$ cat config.mk
export PLATFORM = sky130hd
export DESIGN_NAME = bitmap_slot_allocator
export DESIGN_NICKNAME = d
export VERILOG_FILES = /design/src/hdl/bsa_pkg.sv /design/src/hdl/bitmap_slot_allocator.sv /design/src/hdl/bsa_map_ram.sv /design/src/hdl/bsa_summary.sv
export SDC_FILE = /design/constraint.sdc
export NUM_CORES = 2
export LEC_CHECK = 0
export ABC_CLOCK_PERIOD_IN_PS = 4000
export BUFFER_PORTS_ARGS = -buffer_cell sky130_fd_sc_hd__buf_2
export CELL_PAD_IN_SITES_DETAIL_PLACEMENT = 0
export CELL_PAD_IN_SITES_GLOBAL_PLACEMENT = 1
export CORE_AREA = 2 2 315 317
export CTS_CLUSTER_DIAMETER = 150
export DETAILED_ROUTE_END_ITERATION = 6
export DIE_AREA = 0 0 317 319
export MAX_ROUTING_LAYER = met4
export PLACE_DENSITY = 0.83
export SYNTH_ARGS = -nofsm -noshare
export SYNTH_HDL_FRONTEND = slang
export SYNTH_SLANG_ARGS = --single-unit
$ cat constraint.sdc
create_clock -name clk -period 4 [get_ports clk]
set_clock_uncertainty 0.2 [all_clocks]
set_input_delay 0.8 -clock clk [delete_from_list [all_inputs] [get_ports clk]]
set_output_delay 0.8 -clock clk [all_outputs]
set_load 0.01 [all_outputs]
$ cat src/hdl/bsa_pkg.sv
// ----------------------------------------------------------------------------
// bsa_pkg
// Shared types, constants and helpers for the bitmap slot allocator.
// ----------------------------------------------------------------------------
package bsa_pkg;

    localparam int DEFAULT_SLOTS = 1024;
    localparam int WORD_W        = 32;
    localparam int BIT_W         = 5;
    localparam int SLOT_W        = 10;

    typedef enum logic {
        CMD_ALLOC   = 1'b0,
        CMD_RELEASE = 1'b1
    } cmd_t;

    typedef enum logic {
        STATUS_DONE    = 1'b0,
        STATUS_NO_FREE = 1'b1
    } status_t;

    typedef struct packed {
        cmd_t              command;
        logic [SLOT_W-1:0] slot_index;
    } bsa_req_t;

    typedef struct packed {
        logic [SLOT_W-1:0] granted_slot;
        status_t           status;
    } bsa_rsp_t;

    // Word-full summary update from the modify stage
    typedef struct packed {
        logic we;
        logic full;
    } bsa_sum_upd_t;

    // Lowest zero bit of a word that is known not to be full
    function automatic logic [BIT_W-1:0] lowest_zero(input logic [WORD_W-1:0] word);
        logic [BIT_W-1:0]  pos;
        logic [WORD_W-1:0] m;
        pos = '0;
        m   = word;
        if (m[15:0] == 16'hffff)
        begin
            pos = pos + 5'd16;
            m   = m >> 16;
        end
        if (m[7:0] == 8'hff)
        begin
            pos = pos + 5'd8;
            m   = m >> 8;
        end
        if (m[3:0] == 4'hf)
        begin
            pos = pos + 5'd4;
            m   = m >> 4;
        end
        if (m[1:0] == 2'b11)
        begin
            pos = pos + 5'd2;
            m   = m >> 2;
        end
        if (m[0])
        begin
            pos = pos + 5'd1;
        end
        return pos;
    endfunction

endpackage

$ cat src/hdl/bitmap_slot_allocator.sv
// ----------------------------------------------------------------------------
// bitmap_slot_allocator
// Used-slot bitmap with lowest-free allocation and release by slot number.
// ----------------------------------------------------------------------------
// The result strobe (done) is registered from the modify state that follows acceptance.
// No new transaction is taken while one is in its modify state; each does the read-modify-write
//   of one bitmap word through the single map memory (read, then write back).
// busy is high for the cycle after acceptance only; results cannot be stalled.
// Reset: async, clears control state; the map reads as all free at once,
//   words beyond the high-water count read as zero, so no clearing pass.
module bitmap_slot_allocator #(
    parameter int SLOTS = bsa_pkg::DEFAULT_SLOTS
) (
    input  logic              clk,
    input  logic              rst_n,
    input  logic              start,
    input  bsa_pkg::bsa_req_t request,
    output logic              busy,
    output logic              done,
    output bsa_pkg::bsa_rsp_t result
);

    localparam int MAP_WORDS  = (SLOTS + 31) / 32;
    localparam int AW         = (MAP_WORDS > 1) ? $clog2(MAP_WORDS) : 1;
    localparam int LAST_VALID = SLOTS - 32 * (MAP_WORDS - 1);
    localparam logic [bsa_pkg::WORD_W-1:0] TAIL_MASK =
        (LAST_VALID == 32) ? '0 : (32'hffff_ffff << LAST_VALID);

    typedef enum logic {
        ST_IDLE,
        ST_MODIFY
    } state_t;

    state_t                      state_reg, state_next;
    bsa_pkg::cmd_t               cmd_reg, cmd_next;
    logic [AW-1:0]               addr_reg, addr_next;
    logic [bsa_pkg::BIT_W-1:0]   bit_reg, bit_next;
    logic                        skip_reg, skip_next;
    logic [AW:0]                 hwm_reg, hwm_next;
    logic                        done_reg, done_next;
    bsa_pkg::bsa_rsp_t           result_reg, result_next;

    logic                        accept;
    logic                        free_found;
    logic [AW-1:0]               free_idx;
    logic [AW+4:0]               rel_word_wide;
    logic [bsa_pkg::WORD_W-1:0]  rdata;
    logic [bsa_pkg::WORD_W-1:0]  word_cur;
    logic [bsa_pkg::WORD_W-1:0]  view;
    logic [bsa_pkg::BIT_W-1:0]   alloc_bit;
    logic [bsa_pkg::WORD_W-1:0]  alloc_onehot;
    logic [AW+14:0]              slot_wide;
    logic                        mem_we;
    logic [bsa_pkg::WORD_W-1:0]  mem_wdata;
    bsa_pkg::bsa_sum_upd_t       sum_upd;

    assign busy   = (state_reg == ST_MODIFY);
    assign accept = start && !busy;

    assign rel_word_wide = {{AW{1'b0}}, request.slot_index[bsa_pkg::SLOT_W-1:bsa_pkg::BIT_W]};

    bsa_summary #(
        .WORDS (MAP_WORDS),
        .AW    (AW)
    ) u_summary (
        .clk       (clk),
        .rst_n     (rst_n),
        .upd       (sum_upd),
        .upd_addr  (addr_reg),
        .found     (free_found),
        .first_idx (free_idx)
    );

    bsa_map_ram #(
        .WORDS (MAP_WORDS),
        .AW    (AW)
    ) u_map_ram (
        .clk   (clk),
        .we    (mem_we),
        .waddr (addr_reg),
        .wdata (mem_wdata),
        .re    (accept),
        .raddr (addr_next),
        .rdata (rdata)
    );

    // Modify stage: words past the high-water count were never written
    always_comb
    begin
        word_cur     = ({1'b0, addr_reg} < hwm_reg) ? rdata : '0;
        view         = word_cur | ((addr_reg == AW'(MAP_WORDS - 1)) ? TAIL_MASK : '0);
        alloc_bit    = bsa_pkg::lowest_zero(view);
        alloc_onehot = bsa_pkg::WORD_W'(1) << alloc_bit;
        slot_wide    = {10'b0, addr_reg, alloc_bit};
        mem_we       = 1'b0;
        mem_wdata    = word_cur;
        sum_upd.we   = 1'b0;
        sum_upd.full = 1'b0;
        if (state_reg == ST_MODIFY)
        begin
            if (cmd_reg == bsa_pkg::CMD_ALLOC)
            begin
                mem_we       = !skip_reg;
                mem_wdata    = word_cur | alloc_onehot;
                sum_upd.full = &(view | alloc_onehot);
            end
            else
            begin
                mem_we       = !skip_reg && ({1'b0, addr_reg} < hwm_reg);
                mem_wdata    = word_cur & ~(bsa_pkg::WORD_W'(1) << bit_reg);
                sum_upd.full = 1'b0;
            end
            sum_upd.we = mem_we;
        end
    end

    always_comb
    begin
        state_next  = state_reg;
        cmd_next    = cmd_reg;
        addr_next   = addr_reg;
        bit_next    = bit_reg;
        skip_next   = skip_reg;
        hwm_next    = hwm_reg;
        done_next   = 1'b0;
        result_next = result_reg;
        case (state_reg)
            ST_IDLE:
            begin
                if (accept)
                begin
                    cmd_next = request.command;
                    bit_next = request.slot_index[bsa_pkg::BIT_W-1:0];
                    if (request.command == bsa_pkg::CMD_RELEASE)
                    begin
                        addr_next = rel_word_wide[AW-1:0];
                        skip_next = !(32'(request.slot_index) < 32'(SLOTS));
                    end
                    else
                    begin
                        addr_next = free_idx;
                        skip_next = !free_found;
                    end
                    state_next = ST_MODIFY;
                end
            end
            ST_MODIFY:
            begin
                done_next = 1'b1;
                if (cmd_reg == bsa_pkg::CMD_ALLOC && !skip_reg)
                begin
                    result_next.granted_slot = slot_wide[bsa_pkg::SLOT_W-1:0];
                    result_next.status       = bsa_pkg::STATUS_DONE;
                    if ({1'b0, addr_reg} == hwm_reg)
                    begin
                        hwm_next = hwm_reg + 1'b1;
                    end
                end
                else
                begin
                    result_next.granted_slot = '0;
                    result_next.status       = (cmd_reg == bsa_pkg::CMD_ALLOC)
                                               ? bsa_pkg::STATUS_NO_FREE
                                               : bsa_pkg::STATUS_DONE;
                end
                state_next = ST_IDLE;
            end
            default:
            begin
                state_next = ST_IDLE;
            end
        endcase
    end

    always_ff @(posedge clk or negedge rst_n)
    begin
        if (!rst_n)
        begin
            state_reg  <= ST_IDLE;
            cmd_reg    <= bsa_pkg::CMD_ALLOC;
            addr_reg   <= '0;
            bit_reg    <= '0;
            skip_reg   <= 1'b0;
            hwm_reg    <= '0;
            done_reg   <= 1'b0;
            result_reg <= '0;
        end
        else
        begin
            state_reg  <= state_next;
            cmd_reg    <= cmd_next;
            addr_reg   <= addr_next;
            bit_reg    <= bit_next;
            skip_reg   <= skip_next;
            hwm_reg    <= hwm_next;
            done_reg   <= done_next;
            result_reg <= result_next;
        end
    end

    assign done   = done_reg;
    assign result = result_reg;

    // A transaction occupies exactly one modify cycle
    a_modify_one_cycle: assert property (@(posedge clk) disable iff (!rst_n)
        (state_reg == ST_MODIFY) |=> (state_reg == ST_IDLE))
        else $error("modify stage held for more than one cycle");

    // Every accepted transaction yields a result strobe after its modify state
    a_accept_done: assert property (@(posedge clk) disable iff (!rst_n)
        accept |=> ##1 done)
        else $error("accepted transaction produced no result");

    // No result without a preceding modify cycle
    a_done_source: assert property (@(posedge clk) disable iff (!rst_n)
        done |-> $past(state_reg == ST_MODIFY))
        else $error("result strobe without a transaction");

    // A failed allocate leaves every word still marked full
    a_fail_full: assert property (@(posedge clk) disable iff (!rst_n)
        (done && result.status == bsa_pkg::STATUS_NO_FREE) |-> !free_found)
        else $error("allocate reported no free slot while one is free");

    // High-water count never runs past the map
    a_hwm_range: assert property (@(posedge clk) disable iff (!rst_n)
        (32'(hwm_reg) <= 32'(MAP_WORDS)))
        else $error("high-water count beyond map depth");

endmodule

$ cat src/hdl/bsa_map_ram.sv
// ----------------------------------------------------------------------------
// bsa_map_ram
// Used-slot bitmap store: one write port, one read port, registered read.
// ----------------------------------------------------------------------------
module bsa_map_ram #(
    parameter int WORDS = 32,
    parameter int AW    = 5
) (
    input  logic                        clk,
    input  logic                        we,
    input  logic [AW-1:0]               waddr,
    input  logic [bsa_pkg::WORD_W-1:0]  wdata,
    input  logic                        re,
    input  logic [AW-1:0]               raddr,
    output logic [bsa_pkg::WORD_W-1:0]  rdata
);

    logic [bsa_pkg::WORD_W-1:0] mem [WORDS];
    logic [bsa_pkg::WORD_W-1:0] rdata_reg;

    always_ff @(posedge clk)
    begin
        if (we)
        begin
            mem[waddr] <= wdata;
        end
        if (re)
        begin
            rdata_reg <= mem[raddr];
        end
    end

    assign rdata = rdata_reg;

endmodule

$ cat src/hdl/bsa_summary.sv
// ----------------------------------------------------------------------------
// bsa_summary
// One full flag per bitmap word and a search for the lowest word not full.
// ----------------------------------------------------------------------------
module bsa_summary #(
    parameter int WORDS = 32,
    parameter int AW    = 5
) (
    input  logic                  clk,
    input  logic                  rst_n,
    input  bsa_pkg::bsa_sum_upd_t upd,
    input  logic [AW-1:0]         upd_addr,
    output logic                  found,
    output logic [AW-1:0]         first_idx
);

    logic [WORDS-1:0] full_reg;

    always_ff @(posedge clk or negedge rst_n)
    begin
        if (!rst_n)
        begin
            full_reg <= '0;
        end
        else if (upd.we)
        begin
            full_reg[upd_addr] <= upd.full;
        end
    end

    // scan from the top so the lowest clear flag wins
    always_comb
    begin
        found     = 1'b0;
        first_idx = '0;
        for (int i = WORDS - 1; i >= 0; i--)
        begin
            if (!full_reg[i])
            begin
                found     = 1'b1;
                first_idx = AW'(i);
            end
        end
    end

endmodule

==> flow_metrics.tcl <==
set metrics [dict create \
    fmax_mhz 254.8 \
    initial_core_util_pct 47.72 \
    synth_cell_type_count 98 \
    synth_top_cell_area_share_pct 68.01 \
    r2r_setup_slack_ns 0.08 \
    cts_tree "yes" \
    mappedNetlistArea_mm2 0.04663 \
    synth-seq-area-share_pct 71.39 \
    post-route-drc-count 0 \
    wl_per_cell_um 28.53 \
    insertion_delay_ns 0.71 \
    drt.antenna.violating_nets 0 \
    clockBufferDepth 3 \
    worst_setup_path_end_kind "register" \
    placement_rows 115 \
    syn_inst 3502 \
    tightestPinTransition_ns 0.8167 \
    final_layout_size_suffix_gt1_share_pct 22.31 \
    io_buffers 26 \
    route.detailed.vias_per_inst 6.336 \
    slew_headroom_pct 45.56 \
    largest_register_ffs 1024 \
    syn-mean-instance-area_um2 13.31 \
    synth.area.top_cells "sky130_fd_sc_hd__edfxtp_1 (68%), sky130_fd_sc_hd__nand2_1 (5.0%), sky130_fd_sc_hd__dfrtp_1 (3.4%)" \
    placed_cell_area_mm2 0.05204 \
    yosys_warnings 0 \
    final_cell_count_no_fill 5208 \
    area.growth.synth_to_final_pct 20.30 \
    hpwlAfterDp_mm 88.76 \
    ir_drop_mv 0.3285 \
    detailedPlace.worstSlack_ns -1.146 \
    synth_ff_type "sky130_fd_sc_hd__edfxtp_1" \
    cts_htree_levels 3 \
    post-route-min-period_ns 3.925 \
    timing.critical_path.from_type "register" \
    via_count 33000 \
    ys_async_sr_fraction_pct 5.630 \
    num-nets-final 3844 \
    grt-ovfl-total 0 \
    wl_mm 148.6 \
    synth_edf_count 1056 \
    run_status "finished, final reports clean" \
    grt_pass1_wl_mm 213.8 \
    drt_iter0_markers 5017 \
    antenna_found_initial 1 \
    die_x_um 317 \
    setup_slack_ns 0.07535 \
    post-synth-top-area-cell "sky130_fd_sc_hd__edfxtp_1" \
    chipHeight_um 319 \
    fin_crit_sh_pct 98.12 \
    power.density_mw_per_mm2 498.6 \
    endpoints_failing_setup 0 \
    timing_max_transition_violations_final 0 \
    routabilityCongestion 0.9631 \
    final_design_area_no_fill_mm2 0.05609 \
    grt.total_usage_pct 29.84 \
    class_of_the_worst_hold_path "primary input to register" \
    pin_count_of_the_biggest_net_entering_global_routing 79 \
    timing.final.hold_violations 0 \
    root_buffer "sky130_fd_sc_hd__clkbuf_16" \
    dr.pass1.iters 6 \
    grt_pass1_vias 31590 \
    max_cap_viol_count 0 \
    net_count_after_synthesis 3522 \
    tns_ns 0 \
    cellLeakagePower_nw 19.64 \
    highest_net_fanout_along_the_worst_path 30 \
    worstPathArrival_ns 4.17 \
    path_clk_slew_ns 0.06 \
    ioPinCount 27 \
    synth.ff_latch_count 1119 \
    fillers 7588 \
    fin_hold_ws_ns 0.1236 \
    clock_sinks 1119 \
    worst-endpoint-required_ns 4.24 \
    worst-setup-path-type "register to register" \
    die_area_mm2 0.1011 \
    cts_inserted_buffers 109 \
    core_area_mm2 0.09770 \
    placedCellCount 4985 \
]
[metrics by stage]
stage,utilization (%),power (W)
after floorplan,-,0.01589
after global placement,53.27,0.01807
after detailed placement,53.27,0.01810
after CTS,56.99,0.02788
after global routing,57.41,0.02876
final,57.41,0.02797
[cells in the final DEF, fill, tap and decap left out, drive strengths merged, types with 6 or more instances in the layout]
master,Yosys,final
nor4b,31,31
o21ai,196,196
ha,6,6
nand2,625,625
o22ai,17,17
a31o,93,93
mux2i,33,33
a21o,7,7
dfrtp,63,63
or3,8,8
nand2b,11,11
a31oi,11,11
or2,7,7
nand3,38,38
a21oi,195,195
o211ai,11,11
bufinv,0,6
nor4,9,9
buf,39,443
and3,109,109
a221oi,70,70
o311ai,7,7
clkinv,0,51
o2111ai,6,6
inv,67,71
o32ai,30,30
a221o,61,61
nor2,202,202
a211oi,106,106
edfxtp,1056,1056
a222oi,30,30
nand4,18,18
clkbuf,198,143
nor3,47,47
[worst paths after layout]
kind | from | end | cells past startpoint
min reg2reg | result[7] | result[7] | 2
min | request[2] | bit_reg[2] | 3
max in group asynchronous | rst_n | u_summary.full_reg[17] | 3
max reg2reg | busy | u_map_ram.rdata[12] | 10
min in group asynchronous | rst_n | result[0] | 2
max | busy | u_map_ram.rdata[12] | 10
[Yosys cell counts (6+ instances only)]
cell / n
sky130_fd_sc_hd__o21ai_0: 164
sky130_fd_sc_hd__a211oi_1: 105
sky130_fd_sc_hd__clkbuf_1: 195
sky130_fd_sc_hd__o311ai_0: 6
sky130_fd_sc_hd__or2_2: 7
sky130_fd_sc_hd__a221o_1: 61
sky130_fd_sc_hd__nor3_1: 45
sky130_fd_sc_hd__o211ai_1: 11
sky130_fd_sc_hd__nand2b_1: 11
sky130_fd_sc_hd__o2111ai_1: 6
sky130_fd_sc_hd__nand3_1: 36
sky130_fd_sc_hd__a21oi_1: 195
sky130_fd_sc_hd__o22ai_2: 7
sky130_fd_sc_hd__nand2_1: 624
sky130_fd_sc_hd__buf_1: 29
sky130_fd_sc_hd__and3_1: 109
sky130_fd_sc_hd__nor4b_1: 31
sky130_fd_sc_hd__o21ai_2: 23
sky130_fd_sc_hd__dfrtp_1: 63
sky130_fd_sc_hd__mux2i_1: 33
sky130_fd_sc_hd__a31oi_1: 11
sky130_fd_sc_hd__ha_1: 6
sky130_fd_sc_hd__edfxtp_1: 1056
sky130_fd_sc_hd__a222oi_1: 30
sky130_fd_sc_hd__a221oi_1: 70
sky130_fd_sc_hd__buf_6: 7
sky130_fd_sc_hd__o21ai_1: 6
sky130_fd_sc_hd__nor2_1: 199
sky130_fd_sc_hd__nor4_1: 8
sky130_fd_sc_hd__a31o_2: 92
sky130_fd_sc_hd__nand4_1: 15
sky130_fd_sc_hd__o32ai_1: 30
sky130_fd_sc_hd__inv_1: 65
sky130_fd_sc_hd__o22ai_1: 10
[logic make-up after synthesis]
logic type      Yosys count  share of synthesized area, %
simple gates           1140                         11.14
flops                  1119                         71.39
compound gates          894                         13.80
buf+inv                 306                         2.729
mux                      33                        0.7084
fa+ha+maj                 6                        0.1610
xor+xnor                  4                       0.07515
[worst max-delay path, cell delays in order, from the launching register on]
cell	delay, ns
sky130_fd_sc_hd__dfrtp_1	0.41
sky130_fd_sc_hd__nand2b_1	0.20
sky130_fd_sc_hd__buf_4	0.20
sky130_fd_sc_hd__a21oi_1	0.66
sky130_fd_sc_hd__nor2_4	0.20
sky130_fd_sc_hd__buf_12	0.20
sky130_fd_sc_hd__buf_12	0.15
sky130_fd_sc_hd__buf_12	0.17
sky130_fd_sc_hd__a31o_2	0.21
sky130_fd_sc_hd__a222oi_1	0.52
sky130_fd_sc_hd__nor4b_4	0.51
[area by class of cell]
| type | instances | area, µm² | area share (%) |
|---|---|---|---|
| repair buffers | 450 | 4672 | 8.329 |
| clock buffers | 139 | 2861 | 5.101 |
| diodes | 3 | 7.507 | 0.01338 |
| inverters | 67 | 264.0 | 0.4707 |
| well taps | 1287 | 1610 | 2.871 |
| flip-flops and latches | 1119 | 33290 | 59.34 |
| clock inverters | 66 | 536.8 | 0.9569 |
| multi-input cells | 2077 | 12850 | 22.92 |
[per-layer routing]
metal | track usage, % | share of wire (%) | routed length, µm
met1 | 40.27 | 39 | 57460
met2 | 44.53 | 45 | 67560
met3 | 5.957 | 11 | 16860
met4 | 11.88 | 4.5 | 6717
met5 | - | 0 | 0
[power breakdown]
group	internal, W	leakage, nW	switching (W)
clock	0.00546	1.65	0.00438
combinational	0.00164	7.41	0.00288
sequential	0.0134	10.6	0.000184
[timing repair]
| item | in CTS | in global routing |
|---|---|---|
| hold endpoints to repair | 19 | 0 |
| gates cloned | 2 | 5 |
| buffers inserted | 2 | 5 |
| setup endpoints to repair | 14 | 95 |
| pin swaps | 2 | 13 |
| hold buffers | 1 | 0 |
| gates resized for setup | 23 | 44 |
Note: power is estimated with default switching activity, not from simulation.
